$ cat src/hdl/lcpc_pkg.sv
// ----------------------------------------------------------------------------
// lcpc_pkg
// shared types, register indexes and pattern tables of the led chaser
// ----------------------------------------------------------------------------
package lcpc_pkg;

    localparam int PWM_PERIOD = 10;
    localparam int PHASE_W    = $clog2(PWM_PERIOD);
    localparam int CMP_W      = 5;

    localparam int LED_W      = 8;
    localparam int DUTY_W     = 4;
    localparam int LIGHT_W    = 8;
    localparam int IVL_W      = 12;
    localparam int MODE_W     = 3;
    localparam int CNT_W      = 16;
    localparam int STEP_W     = 3;
    localparam int CFG_ADDR_W = 3;
    localparam int CFG_DATA_W = 12;
    localparam int OUT_TDATA_W = 16;

    // register indexes
    localparam logic [CFG_ADDR_W-1:0] CFG_IVL_MODE1 = 3'd0;
    localparam logic [CFG_ADDR_W-1:0] CFG_IVL_MODE2 = 3'd1;
    localparam logic [CFG_ADDR_W-1:0] CFG_IVL_MODE3 = 3'd2;
    localparam logic [CFG_ADDR_W-1:0] CFG_IVL_MODE4 = 3'd3;
    localparam logic [CFG_ADDR_W-1:0] CFG_PATTERN   = 3'd4;
    localparam logic [CFG_ADDR_W-1:0] CFG_STEP_EN   = 3'd5;

    // pattern modes
    localparam logic [MODE_W-1:0] MODE_LEFT   = 3'd1;
    localparam logic [MODE_W-1:0] MODE_RIGHT  = 3'd2;
    localparam logic [MODE_W-1:0] MODE_OUTER  = 3'd3;
    localparam logic [MODE_W-1:0] MODE_INNER  = 3'd4;

    // light thresholds
    localparam logic [LIGHT_W-1:0] LIGHT_T1   = 8'd63;
    localparam logic [LIGHT_W-1:0] LIGHT_T2   = 8'd127;
    localparam logic [LIGHT_W-1:0] LIGHT_T3   = 8'd191;
    localparam logic [LIGHT_W-1:0] LIGHT_KEEP = 8'd255;

    localparam logic [IVL_W-1:0]  IVL_RESET   = 12'd400;
    localparam logic [LED_W-1:0]  LED_OFF     = 8'hff;
    localparam logic [LED_W-1:0]  LEFT_RESET  = 8'h01;
    localparam logic [LED_W-1:0]  RIGHT_RESET = 8'h80;
    localparam logic [STEP_W-1:0] STEP_LAST   = 3'd4;

    typedef struct packed {
        logic [3:0][IVL_W-1:0] interval;
        logic [MODE_W-1:0]     mode;
        logic                  step_en;
    } t_cfg;

    function automatic logic [LED_W-1:0] outward_entry(input logic [1:0] idx);
        logic [LED_W-1:0] e;
        case (idx)
            2'd0:    e = 8'h81;
            2'd1:    e = 8'h42;
            2'd2:    e = 8'h24;
            default: e = 8'h18;
        endcase
        return e;
    endfunction

    function automatic logic [LED_W-1:0] inward_entry(input logic [1:0] idx);
        return outward_entry(2'd3 - idx);
    endfunction

endpackage

$ cat src/hdl/lcpc_core.sv
// ----------------------------------------------------------------------------
// lcpc_core
// tick state: interval counter, pwm phase, duty level and pattern registers
// ----------------------------------------------------------------------------
module lcpc_core (
    input  logic                         i_clk,
    input  logic                         i_rst_n,
    input  logic                         i_accept,
    input  logic [lcpc_pkg::LIGHT_W-1:0] i_light,
    input  lcpc_pkg::t_cfg               i_cfg,
    output logic [lcpc_pkg::LED_W-1:0]   o_led,
    output logic [lcpc_pkg::DUTY_W-1:0]  o_duty
);
    import lcpc_pkg::*;

    logic [CNT_W-1:0]   r_count,   n_count;
    logic [PHASE_W-1:0] r_phase,   n_phase;
    logic [DUTY_W-1:0]  r_duty,    n_duty;
    logic               r_pending, n_pending;
    logic [LED_W-1:0]   r_left,    n_left;
    logic [LED_W-1:0]   r_right,   n_right;
    logic [STEP_W-1:0]  r_step,    n_step;
    logic [LED_W-1:0]   r_drive,   n_drive;

    logic [CNT_W-1:0]   count_inc;
    logic [PHASE_W:0]   phase_inc;
    logic [IVL_W-1:0]   ivl;
    logic [1:0]         ivl_sel;
    logic               mode_ok;
    logic               req;
    logic               gate;
    logic               pend;

    always_comb begin
        mode_ok   = (i_cfg.mode >= MODE_LEFT) && (i_cfg.mode <= MODE_INNER);
        ivl_sel   = 2'(i_cfg.mode - 3'd1);
        ivl       = i_cfg.interval[ivl_sel];
        count_inc = r_count + 16'd1;
        req       = mode_ok && i_cfg.step_en && (count_inc >= CNT_W'(ivl));
        n_count   = req ? '0 : count_inc;
        pend      = r_pending | req;

        phase_inc = (PHASE_W+1)'(r_phase) + (PHASE_W+1)'(1);
        if (phase_inc >= (PHASE_W+1)'(PWM_PERIOD)) begin
            n_phase = '0;
        end else begin
            n_phase = phase_inc[PHASE_W-1:0];
        end
        gate = CMP_W'(n_phase) <= CMP_W'(r_duty);

        if (i_light < LIGHT_T1) begin
            n_duty = 4'd2;
        end else if (i_light < LIGHT_T2) begin
            n_duty = 4'd4;
        end else if (i_light < LIGHT_T3) begin
            n_duty = 4'd6;
        end else if (i_light != LIGHT_KEEP) begin
            n_duty = 4'd8;
        end else begin
            n_duty = r_duty;
        end

        n_pending = pend;
        n_left    = r_left;
        n_right   = r_right;
        n_step    = r_step;
        n_drive   = r_drive;
        if (gate) begin
            unique case (i_cfg.mode) inside
                MODE_LEFT: begin
                    n_drive = ~r_left;
                    if (pend) begin
                        n_left    = {r_left[LED_W-2:0], r_left[LED_W-1]};
                        n_pending = 1'b0;
                    end
                end
                MODE_RIGHT: begin
                    n_drive = ~r_right;
                    if (pend) begin
                        n_right   = {r_right[0], r_right[LED_W-1:1]};
                        n_pending = 1'b0;
                    end
                end
                MODE_OUTER, MODE_INNER: begin
                    if (pend) begin
                        n_pending = 1'b0;
                        n_step    = (r_step >= STEP_LAST) ? 3'd1 : r_step + 3'd1;
                    end
                    if (n_step != '0 && n_step <= STEP_LAST) begin
                        n_drive = (i_cfg.mode == MODE_OUTER)
                                ? ~outward_entry(2'(n_step - 3'd1))
                                : ~inward_entry(2'(n_step - 3'd1));
                    end
                end
                default: begin
                    n_drive = r_drive;
                end
            endcase
        end else begin
            n_drive = LED_OFF;
        end
    end

    always_ff @(posedge i_clk) begin
        if (!i_rst_n) begin
            r_count   <= '0;
            r_phase   <= '0;
            r_duty    <= '0;
            r_pending <= 1'b0;
            r_left    <= LEFT_RESET;
            r_right   <= RIGHT_RESET;
            r_step    <= '0;
            r_drive   <= LED_OFF;
        end else if (i_accept) begin
            r_count   <= n_count;
            r_phase   <= n_phase;
            r_duty    <= n_duty;
            r_pending <= n_pending;
            r_left    <= n_left;
            r_right   <= n_right;
            r_step    <= n_step;
            r_drive   <= n_drive;
        end
    end

    assign o_led  = n_drive;
    assign o_duty = n_duty;

endmodule

$ cat src/hdl/led_chaser_pwm_controller_top.sv
// ----------------------------------------------------------------------------
// led_chaser_pwm_controller_top
// led chaser with pwm dimming, one light sample per tick transfer
// ----------------------------------------------------------------------------
// each result is registered in the output register, or in the skid register
// throughput: one item per cycle while the skid register is empty
// a two-entry output stage keeps input ready while one result waits
// reset: synchronous active low, restores registers and tick state
// ----------------------------------------------------------------------------
module led_chaser_pwm_controller_top (
    input  logic                              i_clk,
    input  logic                              i_rst_n,
    input  logic                              i_cfg_we,
    input  logic [lcpc_pkg::CFG_ADDR_W-1:0]   i_cfg_addr,
    input  logic [lcpc_pkg::CFG_DATA_W-1:0]   i_cfg_data,
    input  logic                              s_axis_tvalid,
    output logic                              s_axis_tready,
    input  logic [lcpc_pkg::LIGHT_W-1:0]      s_axis_tdata,   // light_level
    output logic                              m_axis_tvalid,
    input  logic                              m_axis_tready,
    output logic [lcpc_pkg::OUT_TDATA_W-1:0]  m_axis_tdata    // led_drive, duty_level, pad
);
    import lcpc_pkg::*;

    localparam int RES_W = LED_W + DUTY_W;

    t_cfg             r_cfg;
    logic             accept;
    logic             take;
    logic [LED_W-1:0] led;
    logic [DUTY_W-1:0] duty;
    logic [RES_W-1:0] res;

    logic             r_out_valid, n_out_valid;
    logic             r_skid_valid, n_skid_valid;
    logic [RES_W-1:0] r_out, n_out;
    logic [RES_W-1:0] r_skid, n_skid;

    always_ff @(posedge i_clk) begin
        if (!i_rst_n) begin
            r_cfg.interval <= {4{IVL_RESET}};
            r_cfg.mode     <= MODE_LEFT;
            r_cfg.step_en  <= 1'b1;
        end else if (i_cfg_we) begin
            unique case (i_cfg_addr) inside
                CFG_IVL_MODE1, CFG_IVL_MODE2, CFG_IVL_MODE3, CFG_IVL_MODE4: begin
                    r_cfg.interval[i_cfg_addr[1:0]] <= i_cfg_data;
                end
                CFG_PATTERN: begin
                    r_cfg.mode <= i_cfg_data[MODE_W-1:0];
                end
                CFG_STEP_EN: begin
                    r_cfg.step_en <= i_cfg_data[0];
                end
                default: begin
                end
            endcase
        end
    end

    assign s_axis_tready = !r_skid_valid;
    assign accept        = s_axis_tvalid && s_axis_tready;
    assign take          = r_out_valid && m_axis_tready;

    lcpc_core u_core (
        .i_clk    (i_clk),
        .i_rst_n  (i_rst_n),
        .i_accept (accept),
        .i_light  (s_axis_tdata),
        .i_cfg    (r_cfg),
        .o_led    (led),
        .o_duty   (duty)
    );

    assign res = {duty, led};

    always_comb begin
        n_out_valid  = r_out_valid;
        n_skid_valid = r_skid_valid;
        n_out        = r_out;
        n_skid       = r_skid;
        if (take) begin
            if (r_skid_valid) begin
                n_out        = r_skid;
                n_skid_valid = 1'b0;
            end else begin
                n_out_valid  = 1'b0;
            end
        end
        if (accept) begin
            if (!r_out_valid || take) begin
                n_out       = res;
                n_out_valid = 1'b1;
            end else begin
                n_skid       = res;
                n_skid_valid = 1'b1;
            end
        end
    end

    always_ff @(posedge i_clk) begin
        if (!i_rst_n) begin
            r_out_valid  <= 1'b0;
            r_skid_valid <= 1'b0;
        end else begin
            r_out_valid  <= n_out_valid;
            r_skid_valid <= n_skid_valid;
        end
    end

    always_ff @(posedge i_clk) begin
        r_out  <= n_out;
        r_skid <= n_skid;
    end

    assign m_axis_tvalid = r_out_valid;
    assign m_axis_tdata  = OUT_TDATA_W'(r_out);

endmodule

$ cat config.mk
export PLATFORM = sky130hd
export DESIGN_NAME = led_chaser_pwm_controller_top
export DESIGN_NICKNAME = d
export VERILOG_FILES = /design/src/hdl/lcpc_pkg.sv /design/src/hdl/lcpc_core.sv /design/src/hdl/led_chaser_pwm_controller_top.sv
export SDC_FILE = /design/constraint.sdc
export NUM_CORES = 1
export LEC_CHECK = 0
export BUFFER_PORTS_ARGS = -buffer_cell sky130_fd_sc_hd__buf_2
export CAP_MARGIN = 20
export CORE_MARGIN = 1
export CORE_UTILIZATION = 50
export DETAILED_ROUTE_END_ITERATION = 10
export PLACE_DENSITY = 0.67
export SYNTH_ARGS = -nofsm -noshare
export SYNTH_HDL_FRONTEND = slang
export SYNTH_SLANG_ARGS = --single-unit
$ cat constraint.sdc
create_clock -name i_clk -period 5.31 [get_ports i_clk]
set_input_delay 0 -clock i_clk [delete_from_list [all_inputs] [get_ports i_clk]]
set_output_delay 0 -clock i_clk [all_outputs]
set_load 0.005 [all_outputs]
# Yosys cells after proc, flatten, opt, wreduce, memory -nomap -nowiden
# Index checks and enable logic that the tools add are counted.
dict set report classes {
  bitwise_logic 6
  eq_ne 14
  n_reduce_logical 24
  add_sub_neg 6
  n_lt_le_gt_ge 13
  muxes 40
}
# operator count
set ops {}
lappend ops {{$mux W12} 6}
lappend ops {{$mux W8} 9}
lappend ops {{$pmux W8 S3} 3}
lappend ops {{$bwmux W48} 1}
lappend ops {{$not A8 Y8} 4}
lappend ops {{$bmux W12 S2} 1}
lappend ops {{$demux W12 S2} 1}
lappend ops {{$mux W4} 5}
lappend ops {{$add A16 B1 Y16 const B} 1}
lappend ops {{$ge A16 B12 Y1} 1}
lappend ops {{$mux W16} 1}
lappend ops {{$eq A3 B2 Y1 const B} 4}
lappend ops {{$mux W3} 4}
lappend ops {{$eq A3 B3 Y1 const B} 3}
lappend ops {{$mux W1} 9}
lappend ops {{$lt A8 B6 Y1 const B} 1}
lappend ops {{$lt A8 B7 Y1 const B} 1}
lappend ops {{$lt A8 B8 Y1 const B} 1}
lappend ops {{$ne A8 B8 Y1 const B} 1}
lappend ops {{$reduce_and A2 Y1} 4}
lappend ops {{$reduce_and A4 Y1} 2}
lappend ops {{$reduce_or A4 Y1} 2}
lappend ops {{$logic_and A1 B1 Y1} 7}
lappend ops {{$eq A3 B1 Y1 const B} 2}
lappend ops {{other kinds (22)} 29}
dict set report word_totals {
  output_inout_bits 18
  word_cells 121
  register_bits 130
}

# Longest topological paths before layout
dict set report logic_depth {
  ltp_word 23
  ltp_mapped 18
  mapped_depth_nobuf 16
}

# Modules after synthesis
# A second synthesis with hierarchy kept.
dict set report unflattened {
  hier_cells 810
  hier_area_um2 7036.7
}
# module area_each_um2 seq_area_each_um2 instances cells_each
set by_module_without_submodules {}
lappend by_module_without_submodules {lcpc_core 4267.8 1041.0 1 524}
lappend by_module_without_submodules {led_chaser_pwm_controller_top 2768.9 1681.6 1 286}

# Least setup slack after synthesis
# No wires, ideal clock.
dict set report synth_path {
  kind {register -> register}
  startpoint {reg r_cfg[1] (netlist name)}
  endpoint {reg r_out[3]}
  path_slack_ps 926
  synth_period_minus_slack_ps 4384
  n_path_buf 3
  setup_ps 115
  arrival_ps 4269
  path_stages_with_launch 18
  required_time_ps 5195
  cell_sequence {dfxtp_1 > clkbuf_1 > clkbuf_1 > inv_1 > ha_1 > buf_1 > mux4_2 > inv_1 > ha_1 > a211oi_1 > nand2_1 > o221ai_1 > o211ai_2 > o21ai_4 > nor4_2 > o41ai_4 > o21ai_2 > o21a_1}
}
dict set report synth_via {
  elab_chain_cells 23
  elab_cells_between_ends 45
  classes_between {add/sub (3); order compare (4); eq/ne (8); mux (19); bitwise (3); reduce/logical (8)}
}
# element line
set synth_rtl {}
lappend synth_rtl {{from (decl)} led_chaser_pwm_controller_top.sv:27} ;# t_cfg r_cfg;
lappend synth_rtl {{$sub A2 B1 Y2} lcpc_core.sv:36} ;# ivl_sel = 2'(i_cfg.mode - 3'd1);
lappend synth_rtl {{$bmux W12 S2} lcpc_core.sv:37} ;# ivl = i_cfg.interval[ivl_sel];
lappend synth_rtl {{$mux W12 (not written as such)} lcpc_core.sv:37}
lappend synth_rtl {{$ge A16 B12 Y1} lcpc_core.sv:39} ;# req = mode_ok && i_cfg.step_en && (count_inc >= CNT_W'(ivl));
lappend synth_rtl {{$logic_and A1 B1 Y1} lcpc_core.sv:39}
lappend synth_rtl {{$or A1 B1 Y1} lcpc_core.sv:41} ;# pend = r_pending | req;
lappend synth_rtl {{$mux W3} lcpc_core.sv:85} ;# if (pend) begin
lappend synth_rtl {{$mux W3} lcpc_core.sv:69} ;# unique case (i_cfg.mode) inside
lappend synth_rtl {{[9 not listed]} -}
lappend synth_rtl {{$mux W8} lcpc_core.sv:91} ;# ? ~outward_entry(2'(n_step - 3'd1))
lappend synth_rtl {{$mux W8} lcpc_core.sv:89} ;# if (n_step != '0 && n_step <= STEP_LAST) begin
lappend synth_rtl {{$pmux W8 S3 (*)} lcpc_core.sv:69}
lappend synth_rtl {{$mux W8 (*)} lcpc_core.sv:68} ;# if (gate) begin
lappend synth_rtl {{named net led[3]} led_chaser_pwm_controller_top.sv:30} ;# logic [LED_W-1:0] led;
lappend synth_rtl {{$mux W12 (*)} led_chaser_pwm_controller_top.sv:91} ;# if (!r_out_valid || take) begin
lappend synth_rtl {{$mux W12 (*)} led_chaser_pwm_controller_top.sv:90} ;# if (accept) begin
lappend synth_rtl {{named net n_out[3]} led_chaser_pwm_controller_top.sv:36} ;# logic [RES_W-1:0] r_out, n_out;
lappend synth_rtl {{to (signal assigned)} led_chaser_pwm_controller_top.sv:112} ;# r_out <= n_out;
lappend synth_rtl {{to (decl)} led_chaser_pwm_controller_top.sv:36}
# Mark *: on every way through the listed nets, which the timed path passes. The rest lies on a longest branch. The select of a mux whose other input is x is not followed.
# A chain may end at the register's enable or synchronous reset.

# Final worst setup path
dict set report layout_path {
  startpoint {reg u_core.r_phase[0]}
  endpoint {reg u_core.r_right[2]}
}
dict set report layout_via {
  elab_chain_cells 5
}
# element line
set layout_rtl {}
lappend layout_rtl {{from (decl)} lcpc_core.sv:17} ;# logic [PHASE_W-1:0] r_phase, n_phase;
lappend layout_rtl {{from (signal assigned)} lcpc_core.sv:116} ;# r_phase <= n_phase;
lappend layout_rtl {{$add A4 B1 Y5 (*)} lcpc_core.sv:43} ;# phase_inc = (PHASE_W+1)'(r_phase) + (PHASE_W+1)'(1);
lappend layout_rtl {{$ge A5 B4 Y1} lcpc_core.sv:44} ;# if (phase_inc >= (PHASE_W+1)'(PWM_PERIOD)) begin
lappend layout_rtl {{$mux W4 (*)} lcpc_core.sv:44}
lappend layout_rtl {{named net u_core.n_phase[1]} lcpc_core.sv:17}
lappend layout_rtl {{$le A4 B4 Y1 (*)} lcpc_core.sv:49} ;# gate = CMP_W'(n_phase) <= CMP_W'(r_duty);
lappend layout_rtl {{$reduce_and A4 Y1 (no source line) (*)} -}
lappend layout_rtl {{to (signal assigned)} lcpc_core.sv:120} ;# r_right <= n_right;
lappend layout_rtl {{to (decl)} lcpc_core.sv:21} ;# logic [LED_W-1:0] r_right, n_right;
# Mark *: on every way through the listed nets, which the timed path passes. The rest lies on a longest branch.

==> flow_metrics.tcl <==
set metrics [dict create \
    synthFlopType "dfxtp_1" \
    powerDensity_mw_per_mm2 306 \
    vias_per_cell 5.76 \
    via_count 6210 \
    critPathMaxFanout 16 \
    critPathArrivalTime_ns 4.53 \
    grt-ovfl-total 0 \
    fmax_ghz 0.237 \
    route.detailed.drc 0 \
    antenna_cells 0 \
    port_buffers 41 \
    postPlaceCellArea_sq_mm 0.00737 \
    clockBufferDepth 2 \
    crit_end "u_core.r_right[2]" \
    comb_power_share 0.096 \
    initial_utilization 0.514 \
    hpwl_microns 11500 \
    grt_max_degree 111 \
    rrSetupSlack_ns 1.09 \
    netlist_area_sq_mm 0.00714 \
    clock_sinks 130 \
    hp-class "in2reg" \
    nFillCells 1240 \
    ant_nets 0 \
    drive_above_1_share 0.125 \
    sequentialPowerShare 0.419 \
    cp_top_family "simple AND/OR/NAND/NOR gates" \
    cellInternalPower_mw 1.89 \
    nNetsFinal 940 \
    end_kind "register" \
    yosys.area.top_type "dfxtp_1" \
    grt_pass1_wl_microns 28600 \
    die_h_microns 122 \
    hold_viol_final 0 \
    worst_r2r_endpoint "u_core.r_right[2]" \
    antenna_found_initial 0 \
    drt_iter0_drc 437 \
    post_drt_wl_per_cell_microns 16.0 \
    cts_resized 0 \
    stdcell_area_sq_mm 0.00815 \
    worst_path_largest_cell_delay_ns 0.52 \
    switching_share 0.243 \
    track_usage 0.246 \
    finalCriticalPeriod_ns 4.22 \
    cts_made_buffers 17 \
    h-tree-depth 4 \
    avgSynthCellArea_sq_um 8.30 \
    synth.top_cell.area_share 0.331 \
    ys_types 68 \
    seq_area_sq_mm 0.00272 \
    final_common_cell "nand2_1" \
    multi_input_area_sq_mm 0.00403 \
    cp-start-kind "register" \
    p_total_mw 2.49 \
    synth_area_leaders "dfxtp_1 33%, nand2_1 8.4%, edfxtp_1 5.0%" \
    wl_microns 17200 \
    tns_ns 0 \
    worstSetupPathType "reg2reg" \
    required_ns 5.62 \
    critical_path_cell_count 15 \
    drt-pass1-iter-count 6 \
    p_switching_mw 0.606 \
    synth_edf_count 12 \
    clk_pin_slew_ns 0.06 \
    async_reset_ff_frac 0 \
    rsz0062_at_grt "no" \
    cts_hold_buf 16 \
    slowest_stage "nor3_4" \
    peakVddDrop_mv 0.204 \
    cts-root-buf "clkbuf_16" \
    r2r_cells 15 \
    run_status "finished clean" \
    clock_latency_ns 0.42 \
    core_area_sq_mm 0.0139 \
    slew_headroom 0.350 \
    maxCapViolCount 0 \
    timing.rr.start "u_core.r_phase[0]" \
    finalMaxSlewViolations 0 \
    cts_setup_buffers 0 \
    synth_seq_cells 130 \
    final_cell_mix "159 x nand2_1, 118 x dfxtp_1, 48 x o21ai_0, 47 x nor2_1, 43 x a21boi_0" \
    path_buf_inv 0 \
    final-setup-viol-count 0 \
    io_pins 46 \
    crit_chain "ha_1, nor2b_1, nor3b_1, o21ai_0, nor2_1, ha_1, nor2b_1, o21a_1, o21a_1, o21ai_1, nand2_1, nor3_4, and2_1, o21ai_0, and2_1" \
    tritoncts "built" \
    syn-instance-count 860 \
    fin_worst_skew_ns 0.0105 \
    min_period_over_period 0.794 \
    p_leak_nw 3.12 \
    gp_congestion 0.874 \
    rows 43 \
    yosysWarnings 0 \
    synth-seq-area-share 0.381 \
    clockPowerShare 0.485 \
    grt_pass1_vias 6048 \
    die_x_microns 122 \
    die_area_sq_mm 0.0148 \
    worst_slew_pin_slew_ns 0.972 \
    area_growth_pct 14.2 \
    crit_start "u_core.r_phase[0]" \
]
-- cells in the mapped netlist (4+ instances only) --
cell	instances
a22oi_1	14
inv_1	42
nor3b_1	5
a21oi_1	39
mux2i_1	14
nand3_1	29
o21a_1	13
o31ai_1	5
and2_1	21
and3_1	6
buf_2	6
nor3_1	17
dfxtp_1	118
a21boi_0	43
nand2_1	159
xnor2_1	8
nor2b_1	28
buf_4	5
nand4_1	5
a211oi_1	4
edfxtp_1	12
or2_2	4
ha_1	25
o21ai_0	48
a31oi_1	7
nor2_1	47
clkbuf_1	43
xor2_1	6
nand2b_1	9
o211ai_1	5
mux4_2	12
-- layer usage --
metal	wire, microns	track usage
met5	0	0
met4	270	0.0918
met3	794	0.0470
met1	7800	0.314
met2	8370	0.410
-- sequential cells by signal, summed over array words and instances, names as in the netlist, 4 cells and up --
register / flops
u_core.r_phase: 4
r_cfg: 52
r_out: 12
u_core.r_duty: 4
u_core.r_left: 8
u_core.r_drive: 8
u_core.r_count: 16
r_skid: 12
u_core.r_right: 8
-- area by class of cell --
cell class / count / share of cell area
Clock inverter: 10 / 0.0149
Inverter: 42 / 0.0193
Timing Repair Buffer: 62 / 0.0494
Multi-Input combinational cell: 634 / 0.494
Sequential cell: 130 / 0.334
Tap cell: 180 / 0.0276
Clock buffer: 21 / 0.0605
-- worst min path at each step --
stage | startpoint | to | slack [ns] | cells past startpoint
floorplan | i_cfg_data[7] | r_cfg[11] | 0.12 | 2
global placement | i_cfg_data[8] | r_cfg[48] | 0.26 | 3
detailed placement | i_cfg_data[8] | r_cfg[12] | 0.27 | 3
CTS | i_cfg_addr[0] | r_cfg[0] | 0.008 | 3
global route | i_cfg_addr[0] | r_cfg[0] | 0.04 | 3
finish | i_cfg_addr[0] | r_cfg[0] | 0.008 | 3
-- cells by family after synthesis --
family | synth area share
simple gates | 0.240
compound gates | 0.195
flops | 0.381
fa+ha+maj | 0.0438
other cells | 0.000525
buf+inv | 0.0568
mux | 0.0654
xor+xnor | 0.0172
-- metrics by stage --
| stage | util | std cells | hold slack, ns | setup slack (ns) |
|---|---|---|---|---|
| after floorplan | - | 863 | 0.124 | 0.926 |
| after global placement | 0.531 | 1031 | 0.257 | 1.38 |
| after detailed placement | 0.531 | 1031 | 0.270 | 1.21 |
| after CTS | 0.587 | 1078 | 0.00847 | 1.16 |
| after global routing | 0.587 | 1079 | 0.0367 | 0.664 |
| final | 0.587 | 1079 | 0.00778 | 1.09 |
-- worst register-to-register path, cell delays in order, from the launching register on --
cell and delay, ns:
dfxtp_1 0.42, ha_1 0.25, nor2b_1 0.21, nor3b_1 0.07, o21ai_0 0.36, nor2_1 0.12, ha_1 0.30, nor2b_1 0.13
o21a_1 0.16, o21a_1 0.16, o21ai_1 0.45, nand2_1 0.27, nor3_4 0.52, and2_1 0.38, o21ai_0 0.13, and2_1 0.17
-- power by group through the flow --
stage | registers, mW | clock network, mW | logic, mW
floorplan | 1.06 | 0 | 0.158
global placement | 1.06 | 0 | 0.219
detailed placement | 1.07 | 0 | 0.227
CTS | 1.05 | 1.22 | 0.238
global route | 1.05 | 1.27 | 0.266
finish | 1.05 | 1.21 | 0.239
Note: power is estimated with default switching activity, not from simulation.
